File: src/hw/rtl/utg_pkg.sv
// ----------------------------------------------------------------------------
// utg_pkg
// Shared types, constants and glyph mapping functions for the UTF-8 to glyph
// slot decoder.
// ----------------------------------------------------------------------------
package utg_pkg;

   // String buffer size; at most BUFFER_BYTES-1 characters per string
   localparam int BUFFER_BYTES = 256;
   localparam int CHARS_W      = $clog2(BUFFER_BYTES);
   localparam logic [CHARS_W-1:0] CHAR_LIMIT = CHARS_W'(BUFFER_BYTES - 1);

   // Decode phase codes
   localparam logic [1:0] PH_IDLE   = 2'd0;
   localparam logic [1:0] PH_LEAD2  = 2'd1;
   localparam logic [1:0] PH_LEAD3  = 2'd2;
   localparam logic [1:0] PH_LEAD3B = 2'd3;

   // Lead byte classes
   localparam logic [7:0] LEAD2_MASK = 8'hE0;
   localparam logic [7:0] LEAD2_CODE = 8'hC0;
   localparam logic [7:0] LEAD3_MASK = 8'hF0;
   localparam logic [7:0] LEAD3_CODE = 8'hE0;

   localparam logic [15:0] CP_QMARK  = 16'd63;
   localparam logic [7:0]  GL_QMARK  = 8'd63;
   localparam logic [6:0]  SLOT_QMARK = 7'd31;

   typedef struct packed {
      logic [15:0] code_point;
      logic [7:0]  glyph_code;
      logic [6:0]  font_slot;
      logic        end_of_text;
   } res_type;

   // Up to three results caused by one text byte
   typedef struct packed {
      logic [1:0]        count;
      res_type [2:0]     ent;
   } bundle_type;

   function automatic logic [7:0] glyph_for(input logic [15:0] cp);
      logic [7:0] g;
      case (cp)
         16'h00E4: g = 8'd225;
         16'h00F6: g = 8'd243;
         16'h00FC: g = 8'd252;
         16'h00C4: g = 8'd193;
         16'h00D6: g = 8'd211;
         16'h00DC: g = 8'd218;
         16'h00DF: g = 8'd239;
         16'h201C, 16'h201D, 16'h201E: g = 8'h22;
         16'h2018, 16'h2019: g = 8'h27;
         16'h2013, 16'h2014: g = 8'h2D;
         16'h000A: g = 8'h0A;
         default: g = (cp >= 16'd32 && cp < 16'd127) ? cp[7:0] : GL_QMARK;
      endcase
      return g;
   endfunction

   function automatic logic [6:0] slot_for(input logic [7:0] g);
      logic [6:0] s;
      logic [7:0] d;
      d = g - 8'd32;
      case (g)
         8'd225: s = 7'd105;
         8'd243: s = 7'd108;
         8'd252: s = 7'd111;
         8'd193: s = 7'd100;
         8'd211: s = 7'd103;
         8'd218: s = 7'd104;
         8'd239: s = 7'd110;
         default: s = (g >= 8'd32 && g < 8'd128) ? d[6:0] : SLOT_QMARK;
      endcase
      return s;
   endfunction

   function automatic res_type make_char(input logic [15:0] cp);
      res_type r;
      r.code_point  = cp;
      r.glyph_code  = glyph_for(cp);
      r.font_slot   = slot_for(r.glyph_code);
      r.end_of_text = 1'b0;
      return r;
   endfunction

   function automatic res_type make_end();
      res_type r;
      r = '0;
      r.end_of_text = 1'b1;
      return r;
   endfunction

endpackage

File: src/hw/rtl/utg_if.sv
// ----------------------------------------------------------------------------
// utg interfaces
// Valid/ready channels for text bytes in and glyph results out.
// ----------------------------------------------------------------------------
interface utg_req_if;
   logic       valid;
   logic       ready;
   logic [7:0] text_byte;

   modport source (output valid, output text_byte, input ready);
   modport sink   (input valid, input text_byte, output ready);
endinterface

interface utg_rsp_if;
   logic        valid;
   logic        ready;
   logic [15:0] code_point;
   logic [7:0]  glyph_code;
   logic [6:0]  font_slot;
   logic        end_of_text;
   logic        last_result;

   modport source (output valid, output code_point, output glyph_code,
                   output font_slot, output end_of_text, output last_result,
                   input ready);
   modport sink   (input valid, input code_point, input glyph_code,
                   input font_slot, input end_of_text, input last_result,
                   output ready);
endinterface

File: src/hw/rtl/utg_decode.sv
// ----------------------------------------------------------------------------
// utg_decode
// UTF-8 sequence state and per-byte decode into a bundle of results.
// ----------------------------------------------------------------------------
module utg_decode import utg_pkg::*; (
   input  logic       clock,
   input  logic       reset,
   input  logic       take,
   input  logic [7:0] text_byte,
   output bundle_type bundle
);

   logic [1:0]         phase_ff,  phase_in;
   logic [7:0]         lead_ff,   lead_in;
   logic [7:0]         second_ff, second_in;
   logic [CHARS_W-1:0] chars_ff,  chars_in;

   logic room0, room1, cut1, cut2;
   logic [15:0] cp2, cp3, cp_second;

   assign room0 = chars_ff < CHAR_LIMIT;
   assign room1 = ({1'b0, chars_ff} + (CHARS_W+1)'(1)) < {1'b0, CHAR_LIMIT};
   assign cut1  = (phase_ff != PH_IDLE) && room0;
   assign cut2  = (phase_ff == PH_LEAD3B) && room1;

   assign cp2       = {5'b0, lead_ff[4:0], text_byte[5:0]};
   assign cp3       = {lead_ff[3:0], second_ff[5:0], text_byte[5:0]};
   assign cp_second = second_ff[7] ? CP_QMARK : {8'h00, second_ff};

   // Decode the byte against the held sequence
   always_comb begin
      bundle    = '0;
      phase_in  = phase_ff;
      lead_in   = lead_ff;
      second_in = second_ff;
      chars_in  = chars_ff;
      if (text_byte == 8'h00) begin
         // End of string: flush a cut sequence, then the end marker
         if (cut2) begin
            bundle.count  = 2'd3;
            bundle.ent[0] = make_char(CP_QMARK);
            bundle.ent[1] = make_char(cp_second);
            bundle.ent[2] = make_end();
         end else if (cut1) begin
            bundle.count  = 2'd2;
            bundle.ent[0] = make_char(CP_QMARK);
            bundle.ent[1] = make_end();
         end else begin
            bundle.count  = 2'd1;
            bundle.ent[0] = make_end();
         end
         phase_in  = PH_IDLE;
         lead_in   = '0;
         second_in = '0;
         chars_in  = '0;
      end else begin
         unique case (phase_ff)
            PH_LEAD2: begin
               bundle.count  = 2'd1;
               bundle.ent[0] = make_char(cp2);
               phase_in      = PH_IDLE;
            end
            PH_LEAD3: begin
               second_in = text_byte;
               phase_in  = PH_LEAD3B;
            end
            PH_LEAD3B: begin
               bundle.count  = 2'd1;
               bundle.ent[0] = make_char(cp3);
               phase_in      = PH_IDLE;
            end
            default: begin
               if (room0) begin
                  if (!text_byte[7]) begin
                     bundle.count  = 2'd1;
                     bundle.ent[0] = make_char({8'h00, text_byte});
                  end else if ((text_byte & LEAD2_MASK) == LEAD2_CODE) begin
                     lead_in  = text_byte;
                     phase_in = PH_LEAD2;
                  end else if ((text_byte & LEAD3_MASK) == LEAD3_CODE) begin
                     lead_in  = text_byte;
                     phase_in = PH_LEAD3;
                  end else begin
                     bundle.count  = 2'd1;
                     bundle.ent[0] = make_char(CP_QMARK);
                  end
               end
            end
         endcase
         chars_in = chars_ff + CHARS_W'(bundle.count);
      end
   end

   // Advance the sequence state on each transfer
   always_ff @(posedge clock) begin
      if (reset) begin
         phase_ff  <= PH_IDLE;
         lead_ff   <= '0;
         second_ff <= '0;
         chars_ff  <= '0;
      end else if (take) begin
         phase_ff  <= phase_in;
         lead_ff   <= lead_in;
         second_ff <= second_in;
         chars_ff  <= chars_in;
      end
   end

endmodule

File: src/hw/rtl/utg_emit.sv
// ----------------------------------------------------------------------------
// utg_emit
// Result register: holds one bundle and hands its results out in order.
// ----------------------------------------------------------------------------
module utg_emit import utg_pkg::*; (
   input  logic       clock,
   input  logic       reset,
   input  logic       load_valid,
   output logic       load_ready,
   input  bundle_type bundle,
   utg_rsp_if.source  rsp
);

   logic [1:0]    count_ff, count_in;
   logic [1:0]    idx_ff,   idx_in;
   res_type [2:0] ent_ff,   ent_in;
   logic          busy, last;
   res_type       cur;

   assign busy       = count_ff != 2'd0;
   assign last       = idx_ff == (count_ff - 2'd1);
   assign load_ready = !busy || (rsp.ready && last);

   assign cur             = ent_ff[idx_ff];
   assign rsp.valid       = busy;
   assign rsp.code_point  = cur.code_point;
   assign rsp.glyph_code  = cur.glyph_code;
   assign rsp.font_slot   = cur.font_slot;
   assign rsp.end_of_text = cur.end_of_text;
   assign rsp.last_result = last;

   // Load a new bundle or step to the next result
   always_comb begin
      count_in = count_ff;
      idx_in   = idx_ff;
      ent_in   = ent_ff;
      if (load_valid && load_ready) begin
         count_in = bundle.count;
         idx_in   = 2'd0;
         ent_in   = bundle.ent;
      end else if (busy && rsp.ready) begin
         // drop the bundle once its last result is taken
         if (last) begin
            count_in = 2'd0;
            idx_in   = 2'd0;
         end else begin
            idx_in = idx_ff + 2'd1;
         end
      end
   end

   always_ff @(posedge clock) begin
      if (reset) begin
         count_ff <= 2'd0;
         idx_ff   <= 2'd0;
      end else begin
         count_ff <= count_in;
         idx_ff   <= idx_in;
      end
      ent_ff <= ent_in;
   end

endmodule

File: src/hw/rtl/utg_to_glyph_slot.sv
// ----------------------------------------------------------------------------
// utf8_to_glyph_slot
// Streaming UTF-8 to Latin-1 glyph and font slot decoder.
// ----------------------------------------------------------------------------
// Usage:
//   req_chan carries one text byte per transfer; a zero byte ends the string.
//   rsp_chan carries glyph results: code point, Latin-1 glyph, font slot,
//   an end-of-text flag and a flag on the last result of each input byte.
//   A byte that completes a character gives one result in the cycle after its
//   transfer; lead bytes give none. A zero byte gives the end marker,
//   preceded by up to two results for a cut sequence, one per cycle while
//   the receiver is ready. Throughput is one byte per cycle while each
//   byte gives at most one result and the receiver is ready; a zero byte
//   with a cut sequence holds the single result register until drained.
//   At most BUFFER_BYTES-1 characters are produced per string.
//   Reset (synchronous) clears the sequence state and the character count
//   and empties the result register; no clearing pass is needed.
//   When the receiver stalls, the current result holds and req_chan.ready
//   stays low until the last held result is taken; it rises again in the
//   cycle that transfer completes.
// ----------------------------------------------------------------------------
module utf8_to_glyph_slot import utg_pkg::*; (
   input  logic      clock,
   input  logic      reset,
   utg_req_if.sink   req_chan,
   utg_rsp_if.source rsp_chan
);

   bundle_type bundle;
   logic       take;

   assign take = req_chan.valid && req_chan.ready;

   // Decode the incoming byte
   utg_decode u_decode (
      .clock     (clock),
      .reset     (reset),
      .take      (take),
      .text_byte (req_chan.text_byte),
      .bundle    (bundle)
   );

   // Hold and hand out results
   utg_emit u_emit (
      .clock      (clock),
      .reset      (reset),
      .load_valid (req_chan.valid),
      .load_ready (req_chan.ready),
      .bundle     (bundle),
      .rsp        (rsp_chan)
   );

   // The end marker always closes the results of its byte
   a_end_is_last: assert property (@(posedge clock) disable iff (reset)
      rsp_chan.valid && rsp_chan.end_of_text |-> rsp_chan.last_result)
      else $error("end marker not flagged as last result");

   // The end marker carries no character
   a_end_empty: assert property (@(posedge clock) disable iff (reset)
      rsp_chan.valid && rsp_chan.end_of_text |->
         rsp_chan.code_point == 16'd0 && rsp_chan.glyph_code == 8'd0)
      else $error("end marker carries a character");

   // No new byte while earlier results of a byte are still pending
   a_hold_input: assert property (@(posedge clock) disable iff (reset)
      rsp_chan.valid && !rsp_chan.last_result |-> !req_chan.ready)
      else $error("input taken while results pending");

   // Font slots stay inside the font
   a_slot_range: assert property (@(posedge clock) disable iff (reset)
      rsp_chan.valid |-> rsp_chan.font_slot <= 7'd111)
      else $error("font slot out of range");

endmodule

File: src/flat_wrapper.sv
// flat-port wrapper written by rule: the top's interface ports become plain ports
module utf8_to_glyph_slot_flat import utg_pkg::*;
  (clock, reset, req_chan_valid, req_chan_text_byte, req_chan_ready, rsp_chan_valid, rsp_chan_code_point, rsp_chan_glyph_code, rsp_chan_font_slot, rsp_chan_end_of_text, rsp_chan_last_result, rsp_chan_ready);
  utg_req_if req_chan_i ();
  utg_rsp_if rsp_chan_i ();
  input  logic clock;
  input  logic reset;
  input wire logic [$bits(req_chan_i.valid)-1:0] req_chan_valid;
  input wire logic [$bits(req_chan_i.text_byte)-1:0] req_chan_text_byte;
  output wire logic [$bits(req_chan_i.ready)-1:0] req_chan_ready;
  output wire logic [$bits(rsp_chan_i.valid)-1:0] rsp_chan_valid;
  output wire logic [$bits(rsp_chan_i.code_point)-1:0] rsp_chan_code_point;
  output wire logic [$bits(rsp_chan_i.glyph_code)-1:0] rsp_chan_glyph_code;
  output wire logic [$bits(rsp_chan_i.font_slot)-1:0] rsp_chan_font_slot;
  output wire logic [$bits(rsp_chan_i.end_of_text)-1:0] rsp_chan_end_of_text;
  output wire logic [$bits(rsp_chan_i.last_result)-1:0] rsp_chan_last_result;
  input wire logic [$bits(rsp_chan_i.ready)-1:0] rsp_chan_ready;
  assign req_chan_i.valid = req_chan_valid;
  assign req_chan_i.text_byte = req_chan_text_byte;
  assign req_chan_ready = req_chan_i.ready;
  assign rsp_chan_valid = rsp_chan_i.valid;
  assign rsp_chan_code_point = rsp_chan_i.code_point;
  assign rsp_chan_glyph_code = rsp_chan_i.glyph_code;
  assign rsp_chan_font_slot = rsp_chan_i.font_slot;
  assign rsp_chan_end_of_text = rsp_chan_i.end_of_text;
  assign rsp_chan_last_result = rsp_chan_i.last_result;
  assign rsp_chan_i.ready = rsp_chan_ready;
  utf8_to_glyph_slot u_core (.clock(clock), .reset(reset), .req_chan(req_chan_i), .rsp_chan(rsp_chan_i));
endmodule
File: config.mk
export PLATFORM = sky130hd
export DESIGN_NAME = utf8_to_glyph_slot_flat
export DESIGN_NICKNAME = d
export VERILOG_FILES = /design/src/hw/rtl/utg_pkg.sv /design/src/hw/rtl/utg_if.sv /design/src/hw/rtl/utg_decode.sv /design/src/hw/rtl/utg_emit.sv /design/src/hw/rtl/utg_to_glyph_slot.sv /design/src/flat_wrapper.sv
export SDC_FILE = /design/constraint.sdc
export NUM_CORES = 1
export LEC_CHECK = 0
export BUFFER_PORTS_ARGS = -buffer_cell sky130_fd_sc_hd__buf_2
export CAP_MARGIN = 20
export CORE_MARGIN = 2
export CORE_UTILIZATION = 50
export CTS_CLUSTER_SIZE = 30
export DETAILED_ROUTE_END_ITERATION = 10
export PLACE_DENSITY = 0.69
export SYNTH_ARGS = -nofsm -noshare
export SYNTH_HDL_FRONTEND = slang
export SYNTH_SLANG_ARGS = --single-unit
File: constraint.sdc
create_clock -name clock -period 11.9 [get_ports clock]
set_input_delay 0.595 -clock clock [delete_from_list [all_inputs] [get_ports clock]]
set_output_delay 0.595 -clock clock [all_outputs]
set_load 0.05 [all_outputs]
Word level (Yosys, flattened, before mapping)
Cells that the tools add are included.

Flip-flop bits (word level): 123. ROM bits: 0. Output and inout port bits: 35. Memories: 0. Memory bits (writable): 0. Latch bits: 0.

$lt $le $gt $ge: 19. Div/mod/pow operators: 0. Bitwise logic cells: 1. Add/subtract/negate cells: 8. Mux-type cells: 67. Eq/ne operators: 81. Shift-type cells: 0. Multipliers: 0. Reduce and logical (&&, ||, !) cells: 41.

Operators by type and width (count): $eq A8 B8 Y1 const B (35); $pmux W7 S7 (4); $pmux W8 S11 (2); $pmux W8 S8 (2); $mux W8 (15); $eq A16 B14 Y1 const B (7); $eq A16 B8 Y1 const B (7); $eq A7 B14 Y1 const B (7); $pmux W32 S3 (1); $eq A11 B8 Y1 const B (7); $mux W22 (3); $bmux W32 S2 (1); $mux W32 (2); $eq A7 B8 Y1 const B (7); $mux W55 (1); $mux W7 (7); $mux W23 (2); $ge A8 B6 Y1 const B (5); $lt A8 B8 Y1 const B (5); $mux W5 (6); $sub A7 B6 Y7 const B (4); $mux W2 (13); $eq A16 B4 Y1 const B (1); $ge A16 B6 Y1 const B (1); other kinds (38) (72).

Logic depth before layout (Yosys ltp)
Depth after elaboration: 16. Depth in mapped cells: 12. Mapped depth without buffers: 11.

Modules after synthesis
From an unflattened synthesis, not the netlist that was laid out.

Cell total of the unflattened synthesis: 770. Area, all modules: 7262.0 µm².

Modules (own cells, without submodules): utg_emit (area an instance 3834.9 µm², times used 1, sequential area each 2962.8 µm², cells each 239); utg_decode (area an instance 3420.8 µm², times used 1, sequential area each 460.4 µm², cells each 530); utf8_to_glyph_slot (area an instance 6.3 µm², times used 1, sequential area each 0.0 µm², cells each 1).

Worst setup path after synthesis
OpenSTA, ideal clock, no wires.

Path kind: flip-flop to flip-flop. Start: register u_core.u_emit.count_ff[0]. End: register u_core.u_emit.count_ff[0]. Library setup time: 72 ps. Required time: 11828 ps. Setup slack: 7015 ps. Buffers on the path: 1. Stages on the path, launching flop included: 12. Data arrival time: 4812 ps. Path through: dfxtp_1 inv_1 ha_1 xnor2_1 nor2_1 a21oi_1 inv_1 nand2_1 inv_1 clkbuf_1 o221ai_1 a21oi_1.

Word-level cells in the longest chain between the ends: 7.

RTL lines: start, declared (line utg_emit.sv:14) `logic [1:0] count_ff, count_in;`; start signal, assigned (line utg_emit.sv:57) `count_ff <= count_in;`; $sub A2 B1 Y2 (*) (line utg_emit.sv:21) `assign last = idx_ff == (count_ff - 2'd1);`; $eq A2 B2 Y1 (*) (line utg_emit.sv:21); via rsp_chan_last_result (line flat_wrapper.sv:16) `output wire logic [$bits(rsp_chan_i.last_result)-1:0] rsp_chan_last_result;`; $logic_and A1 B1 Y1 (*) (line utg_emit.sv:22) `assign load_ready = !busy || (rsp.ready && last);`; $logic_or A1 B1 Y1 (*) (line utg_emit.sv:22); via req_chan_ready (line flat_wrapper.sv:10) `output wire logic [$bits(req_chan_i.ready)-1:0] req_chan_ready;`; $logic_and A1 B1 Y1 (*); via u_core.take (line utg_to_glyph_slot.sv:30) `logic take;`; $reduce_bool A2 Y1 (no line); $reduce_and A2 Y1 (no line).

Mark *: on every way through the listed nets, which the timed path passes. The rest lies on a longest branch. A chain may end at the register's enable or synchronous reset.

Worst setup path after layout
Start: register u_core.u_emit.count_ff[0]. End: register u_core.u_decode.second_ff[3].

Word-level cells in the longest chain between the ends: 6.

RTL lines: $sub A2 B1 Y2 (line utg_emit.sv:21); $eq A2 B2 Y1 (line utg_emit.sv:21); $logic_and A1 B1 Y1 (line utg_emit.sv:22); $logic_or A1 B1 Y1 (*) (line utg_emit.sv:22); $logic_and A1 B1 Y1 (*) (line utg_to_glyph_slot.sv:32) `assign take = req_chan.valid && req_chan.ready;`; $reduce_and A2 Y1 (no line) (*); end signal, assigned (line utg_decode.sv:104) `second_ff <= second_in;`; end, declared (line utg_decode.sv:15) `logic [7:0] second_ff, second_in;`.

Every way passes the cells marked *; elsewhere a longest branch is shown, timed or not.

==> flow_metrics.tcl <==
set metrics [dict create \
    diodes 0 \
    reg2reg_depth 12 \
    synth_ff_type "edfxtp_1" \
    path_class "flop to flop" \
    clk_latency_ps 360 \
    cts_resized 0 \
    grt-busiest-layer "met2" \
    yosys.area.top_type "edfxtp_1" \
    grt_use_met3_pct 4.29 \
    cp.required_ps 12130 \
    crit_buf_inv 4 \
    finalHoldViolCount 0 \
    grt-ovfl-total 0 \
    r2r-start "u_core.u_emit.count_ff[0]$_SDFFE_PP0P_" \
    cellPowerDensity_nw_per_um2 118 \
    hold_class "flop to flop" \
    tightest_slew_ps 1000 \
    synth_cell_type_count 69 \
    grt.total_usage_pct 25.5 \
    grt_max_degree 67 \
    cp-start-kind "flop" \
    met2_usage_pct 40.3 \
    ctsHoldBuffers 0 \
    htree_num_levels 3 \
    post_cts_buffers 0 \
    die_area_um2 11300 \
    rrSetupSlack_ps 8640 \
    clock-sinks 82 \
    routed_via_density 6.21 \
    synthesis.area_um2 5230 \
    gp_congestion 1.05 \
    crit_path_end "u_core.u_decode.second_ff[3]$_SDFFE_PP0P_" \
    period_share_pct 27.4 \
    finalNetCount 635 \
    start_util_pct 51.1 \
    cp_cell_sequence "inv_1 -> ha_1 -> xnor2_1 -> nor2_1 -> a21oi_1 -> inv_1 -> nand2_1 -> inv_2 -> buf_4 -> and2_1 -> mux2i_1 -> nor2_1" \
    fill_cells 920 \
    cts_buffer_depth 2 \
    r2r_end "u_core.u_decode.second_ff[3]$_SDFFE_PP0P_" \
    synth_area_leaders "edfxtp_1 (32%), dfxtp_1 (10%), nor2_1 (8.6%)" \
    hold_ws_ps 495 \
    drc_errors 0 \
    fmax_mhz 307 \
    final_max_slew_viol_count 0 \
    skew_ps 8.17 \
    seq_area_frac_synth_pct 41.9 \
    met1_usage_pct 35.8 \
    rsz0062_at_grt "no" \
    tritoncts "yes" \
    drv_cap 0 \
    endpoint_kind "flop" \
    grt_pass1_vias 4223 \
    cts-buffers-inserted 9 \
    route.vias.total 4713 \
    num_rows 37 \
    cp.arrival_ps 3490 \
    antenna_found_initial 0 \
    area_delta_synth_final_pct 8.19 \
    chipWidth_um 106 \
    power.leakage_nw 2.05 \
    hpwl_mm 10.0 \
    ys_async_sr_fraction_pct 0 \
    clk_pin_slew_ps 80 \
    slowest_stage "buf_4" \
    portBuffers 46 \
    core_area_um2 10200 \
    root_buffer "clkbuf_8" \
    startpoint "u_core.u_emit.count_ff[0]$_SDFFE_PP0P_" \
    yosysTopAreaCellShare_pct 31.6 \
    synth-seq-cells 82 \
    status "complete, no violations" \
    slew_headroom_pct 32.9 \
    io_pins 47 \
    finalSetupViolCount 0 \
    grt_pass1_wl_mm 22.4 \
    min_period_ps 3260 \
    drive_gt1_share_pct 13.0 \
    finalSetupTns_ps 0 \
    die_h_um 106 \
    synth.net_count 619 \
    ys_warn_count 0 \
    cp_top_family "simple AND/OR/NAND/NOR gates" \
    drt-initial-drc-count 414 \
    first_pass_iters 6 \
    synthCells 602 \
    wl_per_cell_um 18.6 \
    avgSynthCellArea_um2 8.68 \
    synth_edf_count 55 \
    crit_path_max_fanout 66 \
    final_antenna_net_count 0 \
    cp_num_cells 12 \
    critPathMaxStageDelay_ps 630 \
    wl_mm 14.1 \
    ir_worst_vdd_uv 63.0 \
]
synthesized netlist by cell type (all sizes together), types with 3 or more instances:
master	number
dfxtp	27
and2	18
nor3	8
nor2b	8
mux2i	36
nand2b	6
or4	4
a221oi	3
xor2	6
and3	12
nand4b	4
o21bai	4
inv	14
or2	4
a21oi	43
edfxtp	55
o21ai	29
o21a	7
buf	9
xnor2	3
nand3	15
nor4	12
nor4b	4
nor2	120
a2111oi	3
o211ai	7
nand2	39
clkbuf	35
o31ai	3
ha	5
nand4	7
or3	5
a41oi	5
a21o	6
a22oi	5
a211oi	4
layout by cell type, fill, tap and decap left out, types with 4 or more instances in the layout:
cell and n:
nand2_1 39, clkbuf_8 9, ha_1 5, nand3_1 14, a21o_1 6, and2_1 17
o211ai_1 7, o21bai_1 4, nor3_1 8, a41oi_1 5, nand4_1 7, nor2b_1 8
xor2_1 6, edfxtp_1 55, dfxtp_1 27, or3_1 5, and3_1 12, a22oi_1 5
nor4_1 9, inv_1 13, a21oi_1 42, nand4b_1 4, mux2i_1 36, a211oi_1 4
nor2_1 120, nand2b_1 6, nor4b_1 4, o21a_1 7, buf_2 46, o21ai_0 28
sequential cells by signal, summed over array words and instances, names as in the netlist:
name / count
u_core.u_decode.second_ff: 8
u_core.u_emit.ent_ff: 55
u_core.u_decode.lead_ff: 5
u_core.u_decode.phase_ff: 2
u_core.u_emit.count_ff: 2
u_core.u_decode.chars_ff: 8
u_core.u_emit.idx_ff: 2
worst min-delay path: cells and delay by family, from the launching register on:
kind	cells	cell delay (ps)
DFF	1	330
AOI/OAI and AO/OA	2	130
final cells by class:
class	count	area (um^2)	area share (%)
timing repair buffer	49	253	4.47
sequential	82	2190	38.8
inverter	14	52.6	0.929
clock inverter	4	52.6	0.929
multi-input combinational	462	2800	49.5
tap	136	170	3.01
clock buffer	12	135	2.39
per-stage QoR:
stage	setup slack, ps	util, %	total power, mW	std cells	area, um^2
5_1_grt	8320	55.3	0.690	759	5660
2_1_floorplan	7020	-	0.440	602	5230
6_report	8640	55.3	0.666	759	5660
4_1_cts	8660	55.3	0.668	759	5660
3_3_place_gp	8600	53.4	0.471	743	5470
3_5_place_dp	8530	53.4	0.472	743	5470
worst min path at each step:
| stage | slack [ps] | start | end | cells past startpoint |
|---|---|---|---|---|
| final | 490 | u_core.u_decode.chars_ff[5]$_SDFFE_PP0P_ | u_core.u_decode.chars_ff[5]$_SDFFE_PP0P_ | 2 |
| after global routing | 520 | u_core.u_decode.chars_ff[5]$_SDFFE_PP0P_ | u_core.u_decode.chars_ff[5]$_SDFFE_PP0P_ | 2 |
| after detailed placement | 480 | u_core.u_decode.chars_ff[5]$_SDFFE_PP0P_ | u_core.u_decode.chars_ff[5]$_SDFFE_PP0P_ | 2 |
| after floorplan | 450 | u_core.u_decode.chars_ff[5]$_SDFFE_PP0P_ | u_core.u_decode.chars_ff[5]$_SDFFE_PP0P_ | 2 |
| after CTS | 490 | u_core.u_decode.chars_ff[5]$_SDFFE_PP0P_ | u_core.u_decode.chars_ff[5]$_SDFFE_PP0P_ | 2 |
| after global placement | 470 | u_core.u_decode.chars_ff[5]$_SDFFE_PP0P_ | u_core.u_decode.chars_ff[5]$_SDFFE_PP0P_ | 2 |
kinds of logic (layout without fill, tap and decap cells):
kind of cell,Yosys count,after routing,share of synthesized area [%]
flops,82,82,41.9
mux,38,38,7.32
xor+xnor,9,9,1.51
fa+ha+maj,5,5,1.20
buf+inv,58,79,4.50
compound gates,135,135,16.9
simple gates,275,275,26.6
per-layer routing:
metal  vias to the layer above  wire length, um
li1                       2222                -
met1                      2227             6230
met2                       230             6420
met5                         -                0
met3                        34             1050
met4                         0              387
power breakdown:
| group | internal (mW) | switching (mW) | leakage (nW) |
|---|---|---|---|
| Combinational | 0.0366 | 0.101 | 1.20 |
| Clock | 0.0977 | 0.101 | 0.0945 |
| Sequential | 0.321 | 0.00816 | 0.761 |
| Total | 0.456 | 0.210 | 2.05 |
Note: power is estimated with default switching activity, not from simulation.
